## config.mk

```make
export PLATFORM = sky130hd
export DESIGN_NAME = bums_cmp
export DESIGN_NICKNAME = d
export VERILOG_FILES = /design/src/rtl/core/bums_pkg.sv /design/src/rtl/core/bums_cmp.sv
export SDC_FILE = /design/constraint.sdc
export NUM_CORES = 1
export LEC_CHECK = 0
export BUFFER_PORTS_ARGS = -buffer_cell sky130_fd_sc_hd__buf_2
export CAP_MARGIN = 5
export CORE_UTILIZATION = 43
export DETAILED_ROUTE_END_ITERATION = 8
export PLACE_DENSITY_LB_ADDON = 0.1
export SLEW_MARGIN = 20
export SYNTH_ARGS = -nofsm -noshare
export SYNTH_HDL_FRONTEND = slang
export SYNTH_SLANG_ARGS = --single-unit
```

## constraint.sdc

```tcl
create_clock -name vclk -period 3.2
set_clock_uncertainty 0.1 [all_clocks]
set_input_delay 0 -clock vclk [all_inputs]
set_output_delay 0 -clock vclk [all_outputs]
set_load 0.01 [all_outputs]
```

## src/rtl/core/bums_pkg.sv

```systemverilog
// Shared constants, payload types, state encoding and control bundle of the merge sorter
`default_nettype none
package bums_pkg;

  // Capacity and element width
  localparam int MAX_N      = 64;
  localparam int DATA_WIDTH = 32;

  // Address, count and run-bound widths
  localparam int AW = (MAX_N > 1) ? $clog2(MAX_N) : 1;
  localparam int CW = $clog2(MAX_N + 1);
  localparam int IW = $clog2(3 * MAX_N + 1);

  typedef logic signed [DATA_WIDTH-1:0] data_t;

  typedef struct packed {
    logic signed [31:0] value;
    logic               last;
  } in_req_t;

  typedef struct packed {
    logic signed [31:0] sorted_value;
    logic               last_res;
  } out_req_t;

  typedef enum logic [2:0] {
    S_LOAD,
    S_BLK,
    S_RD,
    S_CMP,
    S_ORD,
    S_OUT
  } state_t;

  // Sequencer outputs towards the datapath and the ports
  typedef struct packed {
    logic          in_ready;
    logic          out_valid;
    logic          out_last;
    logic          we0;
    logic          we1;
    logic          wsel_load;
    logic [AW-1:0] waddr;
    logic [AW-1:0] raddr0;
    logic [AW-1:0] raddr1;
    logic          par;
    logic          left_ex;
    logic          right_ex;
  } ctrl_t;

endpackage
`default_nettype wire

```

## src/rtl/core/bums_cmp.sv

```systemverilog
// Merge selector: picks the next element from the heads of the left and right runs
`default_nettype none
module bums_cmp (
  input  wire bums_pkg::data_t left_head,
  input  wire bums_pkg::data_t right_head,
  input  wire logic            left_ex,
  input  wire logic            right_ex,
  output logic                 take_right,
  output bums_pkg::data_t      sel
);
  import bums_pkg::*;

  // Take right when the left run is exhausted or the right head is strictly smaller, so equal keys keep their order
  always_comb begin
    take_right = left_ex | (~right_ex & (right_head < left_head));
    sel        = take_right ? right_head : left_head;
  end

endmodule
`default_nettype wire

```

==> results.cfg <==
[outcome]
status = complete, but fails checks
violations = DRC

[setup_path]
cp.depth = 11
cp_top_family = simple AND/OR/NAND/NOR gates
critPathBufInv = 4
cp_max_fo = 23
cp-end-kind = output pin
cp-start-kind = primary input
slowest_stage = or4_1
cp.required_ns = 3.10
critPathMaxStageDelay_ns = 0.60
arrival_ns = 2.54
worstPathCellList = buf_2, inv_1, ha_1, a21o_1, nand3_1, a2111oi_0, or4_1, o31ai_4, buf_4, mux2_2, buf_2
path_class = in2out
cp_common_cell = buf_2

[sta]
fin_tns_setup_ns = 0
setup_violations = 0
min_period_ns = 2.64
slew_viol_final = 0
tightest_slew_ns = 0.448
min_period_over_period_pct = 82.4
hold_viol_final = 0
slew_headroom_pct = 69.9
rsz0062_at_grt = false
fmax_ghz = 0.379

[yosys]
ys_warn_count = 0
syn_nets = 245
synthSimpleGateAreaFrac_pct = 9.29
synth_top_family_by_area = multiplexers
ys_top_cells_by_area = mux2_4 32%, ha_1 29%, inv_1 9.1%
yosysMostFrequentCell = inv_1
yosys.area_share.adder_pct = 29.4
synthCells = 148
synth-compound-area-share_pct = 14.4
synth_area_per_cell_um2 = 8.92
yosysTopAreaCellShare_pct = 31.8
seq_area_frac_synth_pct = 0
netlist_top_cells_count = 32 x inv_1, 31 x ha_1, 28 x mux2_4
synth.largest_area_cell = mux2_4
synth.distinct_cells = 26
synth_xor_area_share_pct = 0
synthMuxAreaShare_pct = 35.3
synth_area_um2 = 1320

[final_layout]
clkbuf_count = 0
seq_cell_count = 0
final_nets = 345
drive_gt1_share_pct = 55.3
antenna-diode-count = 0
area_growth_pct = 39.1
design_area_um2 = 1840
seq_area_um2 = 0

[global_routing]
grt_pass1_vias = 1234
grt_pass1_wl_um = 4750
grt_max_degree = 24
antenna_found_initial = 0
grtUsageTotal_pct = 17.0
grt.overflow.total = 0

[drt]
drt_wl_total_um = 2810
wl_per_cell_um = 10.1
ant_nets = 0
drtPass1Iterations = 5
drc = 5
viasPerCell = 4.97
vias = 1377
drt-initial-drc-count = 21

[cts]
cts_resized = 0
holdBufCountCts = 0
post_cts_buffers = 0

[power_and_ir_drop]
combPwrFrac_pct = 100.0
p_sw_share_pct = 44.8
switchingPower_uw = 133
powerDensity_nw_per_um2 = 162
p_int_uw = 164
power_frac_clock_pct = 0
irDropWorstVdd_mv = 0.0700
p_leak_nw = 1.17
pwr-share-seq_pct = 0

[floorplanning]
initial_core_util_pct = 46.7
num_rows = 19
core-area_um2 = 2830
fp.dieH_um = 57.4
die_width_um = 57.4
die_area_um2 = 3300
io_pins = 99

[flow_run]
maxCapViolCount = 0

[place]
io_buffers = 99
hpwl_um = 2620
gp_congestion = 0.774
place_area_um2 = 1840

[min_path]
holdPathStages = 3
hold_class = in2out
## routing by layer
metal  GRT usage (%)  share of wire (%)  wire length (um)
met2            32.4                 49              1390
met3            1.36                6.6               186
met5               0                  0                 0
met1            21.4                 43              1220
met4            1.05               0.50                14
## path summary, 6_finish.rpt
path	startpoint	endpoint	slack, ns
setup / recovery	left_head[17]	sel[31]	0.56
hold / removal	left_head[21]	sel[21]	0.22
## stage by stage
stage               setup slack [ns]  power (mW)  instances  util (%)  hold slack, ns
CTS                            0.521       0.301        277      64.9           0.213
finish                         0.563       0.297        277      64.9           0.217
global placement               0.593       0.297        277      64.9           0.207
global route                   0.399       0.332        277      64.9           0.218
floorplan                      0.902       0.196        148         -          0.0346
detailed placement             0.525       0.300        277      64.9           0.209
## kinds of logic after synthesis
| logic type | count (synthesis) |
|---|---|
| multiplexers | 32 |
| AND/OR/NAND/NOR | 23 |
| buffers and inverters | 35 |
| adder cells (fa/ha/maj) | 31 |
| AO/OA/AOI/OAI | 27 |
## cell usage in the layout (no fill, tap or decap), types with 2 or more instances in the layout
| master | n |
|---|---|
| nand4_1 | 5 |
| buf_4 | 2 |
| buf_2 | 99 |
| ha_1 | 31 |
| mux2_4 | 28 |
| a21o_1 | 3 |
| a21oi_1 | 11 |
| o21ai_0 | 5 |
| mux2_2 | 3 |
| nor2_1 | 2 |
| nand2_1 | 8 |
| inv_1 | 32 |
| nand3_1 | 3 |
## area by class of cell
cell class | instances | area, um^2
well taps | 31 | 38.8
multi-input cells | 113 | 1170
repair buffers | 101 | 510
inverters | 32 | 120
fillers | 265 | 993
## power by group through the flow
stage / sequential [mW] / combinational (mW) / clock (mW)
after detailed placement: 0 / 0.300 / 0
after floorplan: 0 / 0.196 / 0
after CTS: 0 / 0.301 / 0
final: 0 / 0.297 / 0
after global routing: 0 / 0.332 / 0
after global placement: 0 / 0.297 / 0
(Power assumes the default switching activity.)
