==> config.mk <==
export PLATFORM = sky130hd
export DESIGN_NAME = bums_ram
export DESIGN_NICKNAME = d
export VERILOG_FILES = /design/src/rtl/core/bums_ram.sv
export SDC_FILE = /design/constraint.sdc
export NUM_CORES = 2
export LEC_CHECK = 0
export BUFFER_PORTS_ARGS = -buffer_cell sky130_fd_sc_hd__buf_2
export CORE_ASPECT_RATIO = 1.25
export CORE_MARGIN = 3
export CORE_UTILIZATION = 45
export CTS_BUF_LIST = sky130_fd_sc_hd__clkbuf_8
export DETAILED_ROUTE_END_ITERATION = 8
export PLACE_DENSITY = 0.7
export RECOVER_POWER = 100
export SLEW_MARGIN = 20
export SYNTH_ARGS = -nofsm -noshare
export SYNTH_HDL_FRONTEND = slang
export SYNTH_SLANG_ARGS = --single-unit
==> constraint.sdc <==
create_clock -name clk -period 4.2 [get_ports clk]
set_clock_uncertainty 0.2 [all_clocks]
set_input_delay 0.84 -clock clk [delete_from_list [all_inputs] [get_ports clk]]
set_output_delay 0.84 -clock clk [all_outputs]
set_load 0.03 [all_outputs]
==> src/rtl/core/bums_ram.sv <==
// Generic store with one write port and two registered read ports
`default_nettype none
module bums_ram #(
  parameter int DEPTH = 64,
  parameter int WIDTH = 32
) (
  input  wire logic                                   clk,
  input  wire logic                                   we,
  input  wire logic [((DEPTH > 1) ? $clog2(DEPTH) : 1)-1:0] waddr,
  input  wire logic [WIDTH-1:0]                       wdata,
  input  wire logic [((DEPTH > 1) ? $clog2(DEPTH) : 1)-1:0] raddr0,
  input  wire logic [((DEPTH > 1) ? $clog2(DEPTH) : 1)-1:0] raddr1,
  output logic      [WIDTH-1:0]                       rdata0,
  output logic      [WIDTH-1:0]                       rdata1
);

  logic [WIDTH-1:0] mem [DEPTH];

  // Write one entry
  always_ff @(posedge clk) begin
    if (we) begin
      mem[waddr] <= wdata;
    end
  end

  // Register both reads
  always_ff @(posedge clk) begin
    rdata0 <= mem[raddr0];
    rdata1 <= mem[raddr1];
  end

endmodule
`default_nettype wire

==> results.py <==
metrics = {
    "run_status": {
        "status": "finished, violations left",
        "violations": "max-capacitance violations, max-slew violations",
    },
    "logic_synthesis": {
        "yosysWarningCount": 0,
        "yosys.cell_types.count": 38,
        "synthAdderAreaFrac_pct": 0,
        "synthTopCellsByArea": "edfxtp_1 (64%), mux4_2 (26%), mux2i_1 (2.1%)",
        "synth_top_family_by_area": "multiplexers",
        "synth-compound-area-share_pct": 2.392,
        "ys_seq_elements": 2112,
        "muxShareOfSynthArea_pct": 29.02,
        "synthFlopType": "edfxtp_1",
        "synthArstFlopShare_pct": 0,
        "synth-simple-area-share_pct": 1.133,
        "synth_top_area_share_pct": 64.29,
        "seq_area_frac_synth_pct": 65.63,
        "synth_fp_nets": 4464,
        "synth_top_cell_by_area": "edfxtp_1",
        "synth_area_per_cell_um2": 21.68,
        "synth_edf_count": 2048,
        "synthCells": 4412,
        "syn_area_mm2": 0.09566,
        "synth-xor-area-share_pct": 0,
    },
    "clock_tree": {
        "cts_tree": "built",
        "cts_resized": 0,
        "ctsLongestPathBuffers": 4,
        "htree_levels": 5,
        "cts_buffers": 314,
        "clock_latency_ns": 0.94,
        "cts_root_buf": "clkbuf_8",
        "cts_setup_buffers": 0,
        "cts.clk_slew.worst_paths_ns": 0.07,
        "cts_sinks": 2112,
        "cts_hold_buf": 0,
    },
    "cells_and_area": {
        "syn_to_final_growth_pct": 11.90,
        "finalNonFillerCells": 7817,
        "nets": 4851,
        "fin_util_pct": 50.79,
        "drive_gt1_share_pct": 37.43,
        "final_cell_area_mm2": 0.1070,
    },
    "global_route": {
        "antenna_found_initial": 34,
        "first_global_vias": 54160,
        "overflow": 0,
        "grt_first_pass_wirelength_mm": 405.8,
        "grt_start_max_net_pins": 77,
        "globalRouteTotalUtil_pct": 26.35,
    },
    "worst_hold_path": {
        "hold_start": "wdata[12]",
        "hp-class": "in -> reg",
    },
    "detailed_routing": {
        "via_per_inst": 6.821,
        "drtAntennaViolNets": 0,
        "remaining_drc_errors": 0,
        "vias": 53320,
        "drtIter0Drc": 7844,
        "wl_mm": 288.1,
        "drtPass1Iterations": 8,
        "drt-wirelength-per-cell_um": 36.86,
    },
    "critical_path": {
        "path_max_fanout": 17,
        "rr_startpoint": "mem[2][22]",
        "worstPathCellList": "clkbuf_1, nor2b_1, nand3_1, nor2_4, clkbuf_1",
        "critPathArrivalTime_ns": 3.84,
        "max_stage_delay_ns": 1.54,
        "critPathRequiredTime_ns": 4.49,
        "crit_path_start_kind": "input pin",
        "slowest_stage": "clkbuf_1",
        "crit_type": "in -> reg",
        "rrSetupSlack_ns": 1.58,
        "cp-end-kind": "register",
        "cp_common_cell": "clkbuf_1",
        "crit_start": "we",
    },
    "floorplan": {
        "die_height_um": 521.5,
        "ios": 116,
        "dieArea_mm2": 0.2182,
        "row_count": 188,
        "core_mm2": 0.2108,
        "start_util_pct": 45.39,
        "die_x_um": 418.4,
    },
    "place": {
        "hpwl_mm": 172.4,
        "place_area_mm2": 0.1019,
        "dpl.cell_count": 7233,
        "io_buffers": 115,
        "post-place-ws_ns": 0.4270,
        "gp_congestion": 0.8437,
    },
    "power_and_ir_drop": {
        "total_power_mw": 43.57,
        "ir_drop_v": 0.0002387,
        "p_leak_nw": 33.68,
        "power_density_mw_per_mm2": 407.0,
    },
    "timing": {
        "worst_hold_slack_ns": 0.2419,
        "relSlewSlack_pct": -96.79,
        "tightest_slew_ns": 2.952,
        "setup_viol": 0,
        "final.setup.tns_ns": 0,
        "drv_slew": 3441,
        "min_period_ns": 3.551,
        "rsz0062_at_grt": "false",
        "hold_violations": 0,
        "period_share_pct": 84.56,
        "fin_ws_ns": 0.6486,
        "clock.fmax_mhz": 281.6,
    },
    "job": {
        "cap_violations": 100,
    },
}
where the power goes:
group / internal [mW] / switching (mW)
sequential: 23.4 / 0.166
clock: 8.20 / 7.92
combinational: 1.60 / 2.31
total: 33.2 / 10.4
cell usage after synthesis, types with 13 or more instances:
library cell     n
a211oi_1        15
a21oi_1         58
a221oi_1        13
a22oi_1         85
buf_1           25
buf_2          121
buf_4           55
clkbuf_1       135
dfxtp_1         64
edfxtp_1      2048
mux2_2          36
mux2i_1        204
mux4_2        1124
nand2_1         93
nor2_1          94
nor2b_1         19
o211ai_1        27
o21ai_0         18
o21ai_1         31
o221ai_1        16
o22ai_1         56
cell type report:
type	instances	area [um^2]
sequential	2112	62780
inverter	1	3.754
clock inverter	221	1222
antenna	13	32.53
fill	16440	103700
multi-input combinational	1952	31520
clock buffer	345	4748
timing repair buffer	418	3293
tap	2755	3447
critical path: cells and delay by family:
kind,cells,cell delay (ns)
buf+inv,2,1.77
simple gates,3,1.18
cell families after synthesis:
| kind of cell | Yosys count |
|---|---|
| flops | 2112 |
| simple gates | 248 |
| mux | 1364 |
| buf+inv | 348 |
| compound gates | 340 |
state kept, by name (all words and copies together) (netlist names):
register,count
mem,2048
rdata0,32
rdata1,32
cells in the final DEF, fill, tap and decap left out, drive strengths merged, types with 13 or more instances in the layout:
master	n
diode	13
a21oi	58
mux2i	204
inv	107
nor2b	19
o211ai	27
clkinvlp	13
clkbuf	547
nand2	93
clkinv	92
buf	216
o21ai	49
dfxtp	64
o22ai	56
edfxtp	2048
o221ai	16
mux4	1124
a22oi	85
a221oi	13
nor2	94
a211oi	15
mux2	36
layer usage:
metal,GRT usage [%],share of wire (%),vias up
met5,0,0.057,-
met2,41.91,48,3792
met1,34.40,34,28440
met4,10.91,4.7,24
met3,7.418,13,712
li1,-,-,20350
path summary, 6_finish.rpt:
check                      to  depth (start not counted)
setup / recovery  mem[30][28]                          5
hold / removal    mem[52][12]                          1
setup reg to reg   rdata1[22]                          4
hold reg to reg    rdata0[11]                          4
No activity file was read; power rests on OpenSTA's default activity.
