### config.mk
export PLATFORM = sky130hd
export DESIGN_NAME = bums_ctrl
export DESIGN_NICKNAME = d
export VERILOG_FILES = /design/src/rtl/core/bums_pkg.sv /design/src/rtl/core/bums_ctrl.sv
export SDC_FILE = /design/constraint.sdc
export NUM_CORES = 1
export LEC_CHECK = 0
export CORE_MARGIN = 3
export CORE_UTILIZATION = 35
export DETAILED_ROUTE_END_ITERATION = 16
export DONT_BUFFER_PORTS = 1
export PLACE_DENSITY = 0.58
export SYNTH_ARGS = -nofsm -noshare
export SYNTH_HDL_FRONTEND = slang
export SYNTH_SLANG_ARGS = --single-unit
### constraint.sdc
create_clock -name clk -period 6.2 [get_ports clk]
set_clock_uncertainty 0.15 [all_clocks]
set_input_delay 0.31 -clock clk [delete_from_list [all_inputs] [get_ports clk]]
set_output_delay 0.31 -clock clk [all_outputs]
set_load 0.02 [all_outputs]
### src/rtl/core/bums_pkg.sv
// Shared constants, payload types, state encoding and control bundle of the merge sorter
`default_nettype none
package bums_pkg;

  // Capacity and element width
  localparam int MAX_N      = 64;
  localparam int DATA_WIDTH = 32;

  // Address, count and run-bound widths
  localparam int AW = (MAX_N > 1) ? $clog2(MAX_N) : 1;
  localparam int CW = $clog2(MAX_N + 1);
  localparam int IW = $clog2(3 * MAX_N + 1);

  typedef logic signed [DATA_WIDTH-1:0] data_t;

  typedef struct packed {
    logic signed [31:0] value;
    logic               last;
  } in_req_t;

  typedef struct packed {
    logic signed [31:0] sorted_value;
    logic               last_res;
  } out_req_t;

  typedef enum logic [2:0] {
    S_LOAD,
    S_BLK,
    S_RD,
    S_CMP,
    S_ORD,
    S_OUT
  } state_t;

  // Sequencer outputs towards the datapath and the ports
  typedef struct packed {
    logic          in_ready;
    logic          out_valid;
    logic          out_last;
    logic          we0;
    logic          we1;
    logic          wsel_load;
    logic [AW-1:0] waddr;
    logic [AW-1:0] raddr0;
    logic [AW-1:0] raddr1;
    logic          par;
    logic          left_ex;
    logic          right_ex;
  } ctrl_t;

endpackage
`default_nettype wire

### src/rtl/core/bums_ctrl.sv
// Sequencer: collects the set, steps the merge passes and walks the sorted output
`default_nettype none
module bums_ctrl (
  input  wire logic            clk,
  input  wire logic            rst_n,
  input  wire logic            in_valid,
  input  wire logic            in_last,
  input  wire logic            out_ready,
  input  wire logic            take_right,
  output bums_pkg::ctrl_t      ctrl
);
  import bums_pkg::*;

  state_t        state_r, state_nxt;
  logic [CW-1:0] count_r, count_nxt;
  logic [CW-1:0] n_r, n_nxt;
  logic [IW-1:0] sz_r, sz_nxt;
  logic [CW-1:0] k_r, k_nxt;
  logic [CW-1:0] i_r, i_nxt;
  logic [CW-1:0] j_r, j_nxt;
  logic [CW-1:0] lend_r, lend_nxt;
  logic [CW-1:0] rend_r, rend_nxt;
  logic          par_r, par_nxt;

  logic          room;
  logic [CW-1:0] count_inc;
  logic [CW-1:0] k_inc;
  logic          last_item;
  logic [IW-1:0] sum1, sum2, sz2;

  assign room      = (count_r < CW'(MAX_N));
  assign count_inc = room ? CW'(count_r + CW'(1)) : count_r;
  assign k_inc     = CW'(k_r + CW'(1));
  assign last_item = (k_inc == n_r);
  assign sum1      = IW'(IW'(k_r) + sz_r);
  assign sum2      = IW'(sum1 + sz_r);
  assign sz2       = IW'(sz_r << 1);

  // Next state and counters
  always_comb begin
    state_nxt = state_r;
    count_nxt = count_r;
    n_nxt     = n_r;
    sz_nxt    = sz_r;
    k_nxt     = k_r;
    i_nxt     = i_r;
    j_nxt     = j_r;
    lend_nxt  = lend_r;
    rend_nxt  = rend_r;
    par_nxt   = par_r;
    case (state_r)
      S_LOAD: begin
        if (in_valid) begin
          if (in_last) begin
            n_nxt     = count_inc;
            count_nxt = '0;
            k_nxt     = '0;
            par_nxt   = 1'b0;
            sz_nxt    = IW'(1);
            state_nxt = (count_inc == CW'(1)) ? S_ORD : S_BLK;
          end else begin
            count_nxt = count_inc;
          end
        end
      end
      S_BLK: begin
        // Clip both runs of this pair to the set size
        lend_nxt  = (sum1 > IW'(n_r)) ? n_r : CW'(sum1);
        rend_nxt  = (sum2 > IW'(n_r)) ? n_r : CW'(sum2);
        i_nxt     = k_r;
        j_nxt     = (sum1 > IW'(n_r)) ? n_r : CW'(sum1);
        state_nxt = S_RD;
      end
      S_RD: begin
        state_nxt = S_CMP;
      end
      S_CMP: begin
        k_nxt = k_inc;
        if (take_right) begin
          j_nxt = CW'(j_r + CW'(1));
        end else begin
          i_nxt = CW'(i_r + CW'(1));
        end
        if (k_inc == rend_r) begin
          if (rend_r == n_r) begin
            // Pass done: swap stores and double the run width
            par_nxt   = ~par_r;
            sz_nxt    = sz2;
            k_nxt     = '0;
            state_nxt = (sz2 >= IW'(n_r)) ? S_ORD : S_BLK;
          end else begin
            state_nxt = S_BLK;
          end
        end else begin
          state_nxt = S_RD;
        end
      end
      S_ORD: begin
        state_nxt = S_OUT;
      end
      S_OUT: begin
        if (out_ready) begin
          if (last_item) begin
            state_nxt = S_LOAD;
          end else begin
            k_nxt     = k_inc;
            state_nxt = S_ORD;
          end
        end
      end
      default: begin
        state_nxt = S_LOAD;
      end
    endcase
  end

  // Drive datapath controls and handshakes
  always_comb begin
    ctrl           = '0;
    ctrl.par       = par_r;
    ctrl.left_ex   = (i_r == lend_r);
    ctrl.right_ex  = (j_r == rend_r);
    ctrl.raddr1    = j_r[AW-1:0];
    ctrl.raddr0    = i_r[AW-1:0];
    ctrl.waddr     = k_r[AW-1:0];
    case (state_r)
      S_LOAD: begin
        ctrl.in_ready  = 1'b1;
        ctrl.wsel_load = 1'b1;
        ctrl.waddr     = count_r[AW-1:0];
        ctrl.we0       = in_valid & room;
      end
      S_CMP: begin
        ctrl.we0 = par_r;
        ctrl.we1 = ~par_r;
      end
      S_ORD: begin
        ctrl.raddr0 = k_r[AW-1:0];
      end
      S_OUT: begin
        ctrl.raddr0    = k_r[AW-1:0];
        ctrl.out_valid = 1'b1;
        ctrl.out_last  = last_item;
      end
      default: begin
        ctrl.raddr0 = i_r[AW-1:0];
      end
    endcase
  end

  // Control state
  always_ff @(posedge clk) begin
    if (!rst_n) begin
      state_r <= S_LOAD;
      count_r <= '0;
      par_r   <= 1'b0;
    end else begin
      state_r <= state_nxt;
      count_r <= count_nxt;
      par_r   <= par_nxt;
    end
  end

  // Indices and run bounds, only read in states that set them first
  always_ff @(posedge clk) begin
    n_r    <= n_nxt;
    sz_r   <= sz_nxt;
    k_r    <= k_nxt;
    i_r    <= i_nxt;
    j_r    <= j_nxt;
    lend_r <= lend_nxt;
    rend_r <= rend_nxt;
  end

endmodule
`default_nettype wire
==> summary.md <==
| Metric | Value |
|---|---|
| Final period utilization | 0.786 |
| Drt pass-1 iters | 5 |
| Seq/Total Area, Yosys | 0.349 |
| CP Launch Type | register |
| Vias per std cell | 5.71 |
| Number of global-route vias before repair | 3,769 |
| Post-route antenna net violation count | 0 |
| Cell Area, Synth | 4930 sq um |
| Worst skew pair latency | 320 ps |
| Psw | 1.17 mW |
| Final hold violations | 0 |
| Sequential Power Share | 0.294 |
| Status | finished, final reports clean |
| Final min period | 4880 ps |
| Clock power frac | 0.177 |
| Grt total ovfl | 0 |
| Worst hold endpoint | count_r[1]$_SDFFE_PN0P_ |
| Routed vias | 3,857 |
| Root buffer cell | clkbuf_16 |
| FILL cells | 1,350 |
| Die Ht | 125 um |
| Commonest non-fill, non-tap cells in the layout | edfxtp_1 (50), nand2_1 (39), ha_1 (38), nor2_1 (35), xnor2_1 (32) |
| CP max FO | 8 |
| Buffers on Ports | 0 |
| Synth async-reset ratio | 0 |
| VDD IR-drop max | 274 uV |
| CP required | 6120 ps |
| Power per cell area | 515 nW/um^2 |
| Crit path kind | reg2reg |
| Syn avg cell area | 9.66 sq um |
| Num Clock Sinks | 61 |
| Initial drt markers | 306 |
| MaxCap Viol Count | 0 |
| Clk slew on worst S/H paths | 50 ps |
| CTS tree | done |
| TritonCTS Buffers | 9 |
| Leak | 2.04 nW |
| Post-Synthesis Cells | 510 |
| Yosys warns | 0 |
| First-pass GRT wire length | 21.0 mm |
| CP Capture Type | register |
| Area grow syn2layout | 7.77% |
| Reg-to-reg slack, setup | 1320 ps |
| Gate power share | 0.529 |
| Syn_nets | 556 |
| WHS Path Cells | 2 |
| Pint | 1.56 mW |
| Hpwl dp | 10.0 mm |
| Worst Hold Class | in2reg |
| Initial antenna violation count | 1 |
| Tot GR Track Use | 0.169 |
| RSZ-0062 raised after global routing | false |
| Worst R2R Start | k_r[0]$_DFFE_PP_ |
| Worst Tran Pin Value | 1210 ps |
| Post-route setup TNS | 0 ps |
| Most common cell after layout, fill and taps aside | edfxtp_1 |
| Cell Count Post-Placement | 658 |
| Layout net count | 541 |
| Final setup fails | 0 |
| Residual DRC count | 0 |
| Fin. max-slew vios | 0 |
| Critical Path AT | 4800 ps |
| Reg-to-reg endpoint | rend_r[5]$_DFFE_PP_ |
| H-Tree Depth | 3 |
| Row cnt | 42 |
| Post-synth EDFFs | 50 |
| Total Wirelength | 13.1 mm |
| IO Count | 33 |
| Cell variety after synth | 73 |
| Hold path start | in_valid |
| WL per Instance | 19.3 um |
| Area occupied by multi-input gates | 2940 sq um |
| Inserted Diodes | 0 |
| Cells on worst reg2reg path | 14 |
| Register area | 1720 sq um |
| Switching share of power | 0.428 |
| Finished Layout Cells | 676 |
| Max clock buf depth | 2 |
| Post-CTS sizing | 0 |
| Core Region | 13,500 sq um |
| Synth Flop Type | edfxtp_1 |
| Initial core utilization | 0.365 |
| DIE WIDTH | 125 um |
| Gp weighted congestion | 0.905 |
| Share of layout cells above drive strength 1 | 0.116 |
| FMAX | 205 MHz |
| Largest net degree at the start of global routing | 24 |
| Area of the die | 15,500 sq um |
| Slew headroom | 0.190 |
| Seq cells post-synth | 61 |
synth_stat cells, drive strengths merged, types with 7 or more instances:
cell    instances  area (sq um)
nor2           36           138
clkbuf         14          52.6
inv            24          90.1
xnor2          32           280
xor2           27           236
nand3          15          87.6
o21ai          34           170
o21a            7          52.6
nand4           8          50.1
nor3           15          91.3
nor2b           7          43.8
edfxtp         50          1500
nand2          40           158
a21oi          16          91.3
dfxtp          11           220
and2            8          50.1
mux2           23           259
buf            17           126
ha             38           475
stage by stage:
stage / utilization / power, mW / cell area, sq um / hold slack (ps) / worst slack (ps)
2_1_floorplan: - / 1.94 / 4930 / 313 / 1880
3_3_place_gp: 0.370 / 2.19 / 5000 / 337 / 1510
3_5_place_dp: 0.370 / 2.24 / 5000 / 340 / 1380
4_1_cts: 0.393 / 2.74 / 5310 / 2.33 / 1350
5_1_grt: 0.393 / 2.94 / 5310 / 5.53 / 997
6_report: 0.393 / 2.74 / 5310 / 11.1 / 1320
cell type report:
class / instances / share of cell area
Inverter: 25 / 0.0177
Tap cell: 176 / 0.0415
Multi-Input combinational cell: 393 / 0.553
Sequential cell: 61 / 0.324
Clock inverter: 1 / 0.000942
Timing Repair Buffer: 5 / 0.00801
Clock buffer: 15 / 0.0544
power groups by stage:
stage	Clock [mW]	Combinational, mW	Sequential [mW]
2_1_floorplan	0	1.25	0.694
3_3_place_gp	0	1.39	0.803
3_5_place_dp	0	1.43	0.808
4_1_cts	0.489	1.45	0.801
5_1_grt	0.516	1.61	0.821
6_report	0.484	1.45	0.804
critical path, cell delays in order (launching register included):
cell and delay (ps):
edfxtp_1 550, ha_1 300, fa_1 410, a21o_1 170, a21oi_1 260, or4b_2 180, o2111ai_1 170, ha_1 410
or4b_2 620, nand3_1 140, ha_1 250, a21oi_1 180, nand3b_1 150, a21oi_4 290, mux2_2 380
kinds of logic (layout without fill, tap and decap cells):
logic type               count (synthesis)  in the layout  synth area share
AO/OA/AOI/OAI                          103            103             0.144
XOR/XNOR                                60             60             0.109
adder cells (fa/ha/maj)                 40             40             0.105
buffers and inverters                   56             46            0.0553
flip-flops                              61             61             0.349
multiplexers                            28             28            0.0627
AND/OR/NAND/NOR                        162            162             0.175
per-layer routing:
layer | vias to the layer above | share of wire | GRT usage
met1 | 1882 | 0.45 | 0.230
li1 | 1818 | - | -
met4 | 2 | 0.017 | 0.0471
met3 | 20 | 0.071 | 0.0450
met5 | - | 0.00099 | 0
met2 | 135 | 0.46 | 0.267
worst max path at each step:
| stage | start | endpoint | slack (ps) | depth (start not counted) |
|---|---|---|---|---|
| after floorplan | sz_r[0]$_SDFFCE_PP1P_ | rend_r[2]$_DFFE_PP_ | 1880 | 14 |
| after global placement | k_r[0]$_DFFE_PP_ | rend_r[6]$_DFFE_PP_ | 1510 | 14 |
| after detailed placement | k_r[0]$_DFFE_PP_ | rend_r[5]$_DFFE_PP_ | 1380 | 14 |
| after CTS | k_r[0]$_DFFE_PP_ | rend_r[5]$_DFFE_PP_ | 1350 | 14 |
| after global routing | k_r[0]$_DFFE_PP_ | rend_r[6]$_DFFE_PP_ | 1000 | 14 |
| final | k_r[0]$_DFFE_PP_ | rend_r[5]$_DFFE_PP_ | 1320 | 14 |
sequential cells by signal, summed over array words and instances, names as in the netlist:
register,flops
count_r,7
i_r,7
j_r,7
k_r,7
lend_r,7
n_r,7
par_r,1
rend_r,7
state_r,3
sz_r,8
repair_timing:
action / 4_1_cts / 5_1_grt
endpoints found under the setup margin: 0 / 0
endpoints found under the hold margin: 2 / 0
hold buffers: 2 / 0
setup buffers: 0 / 0
(Power assumes the default switching activity.)
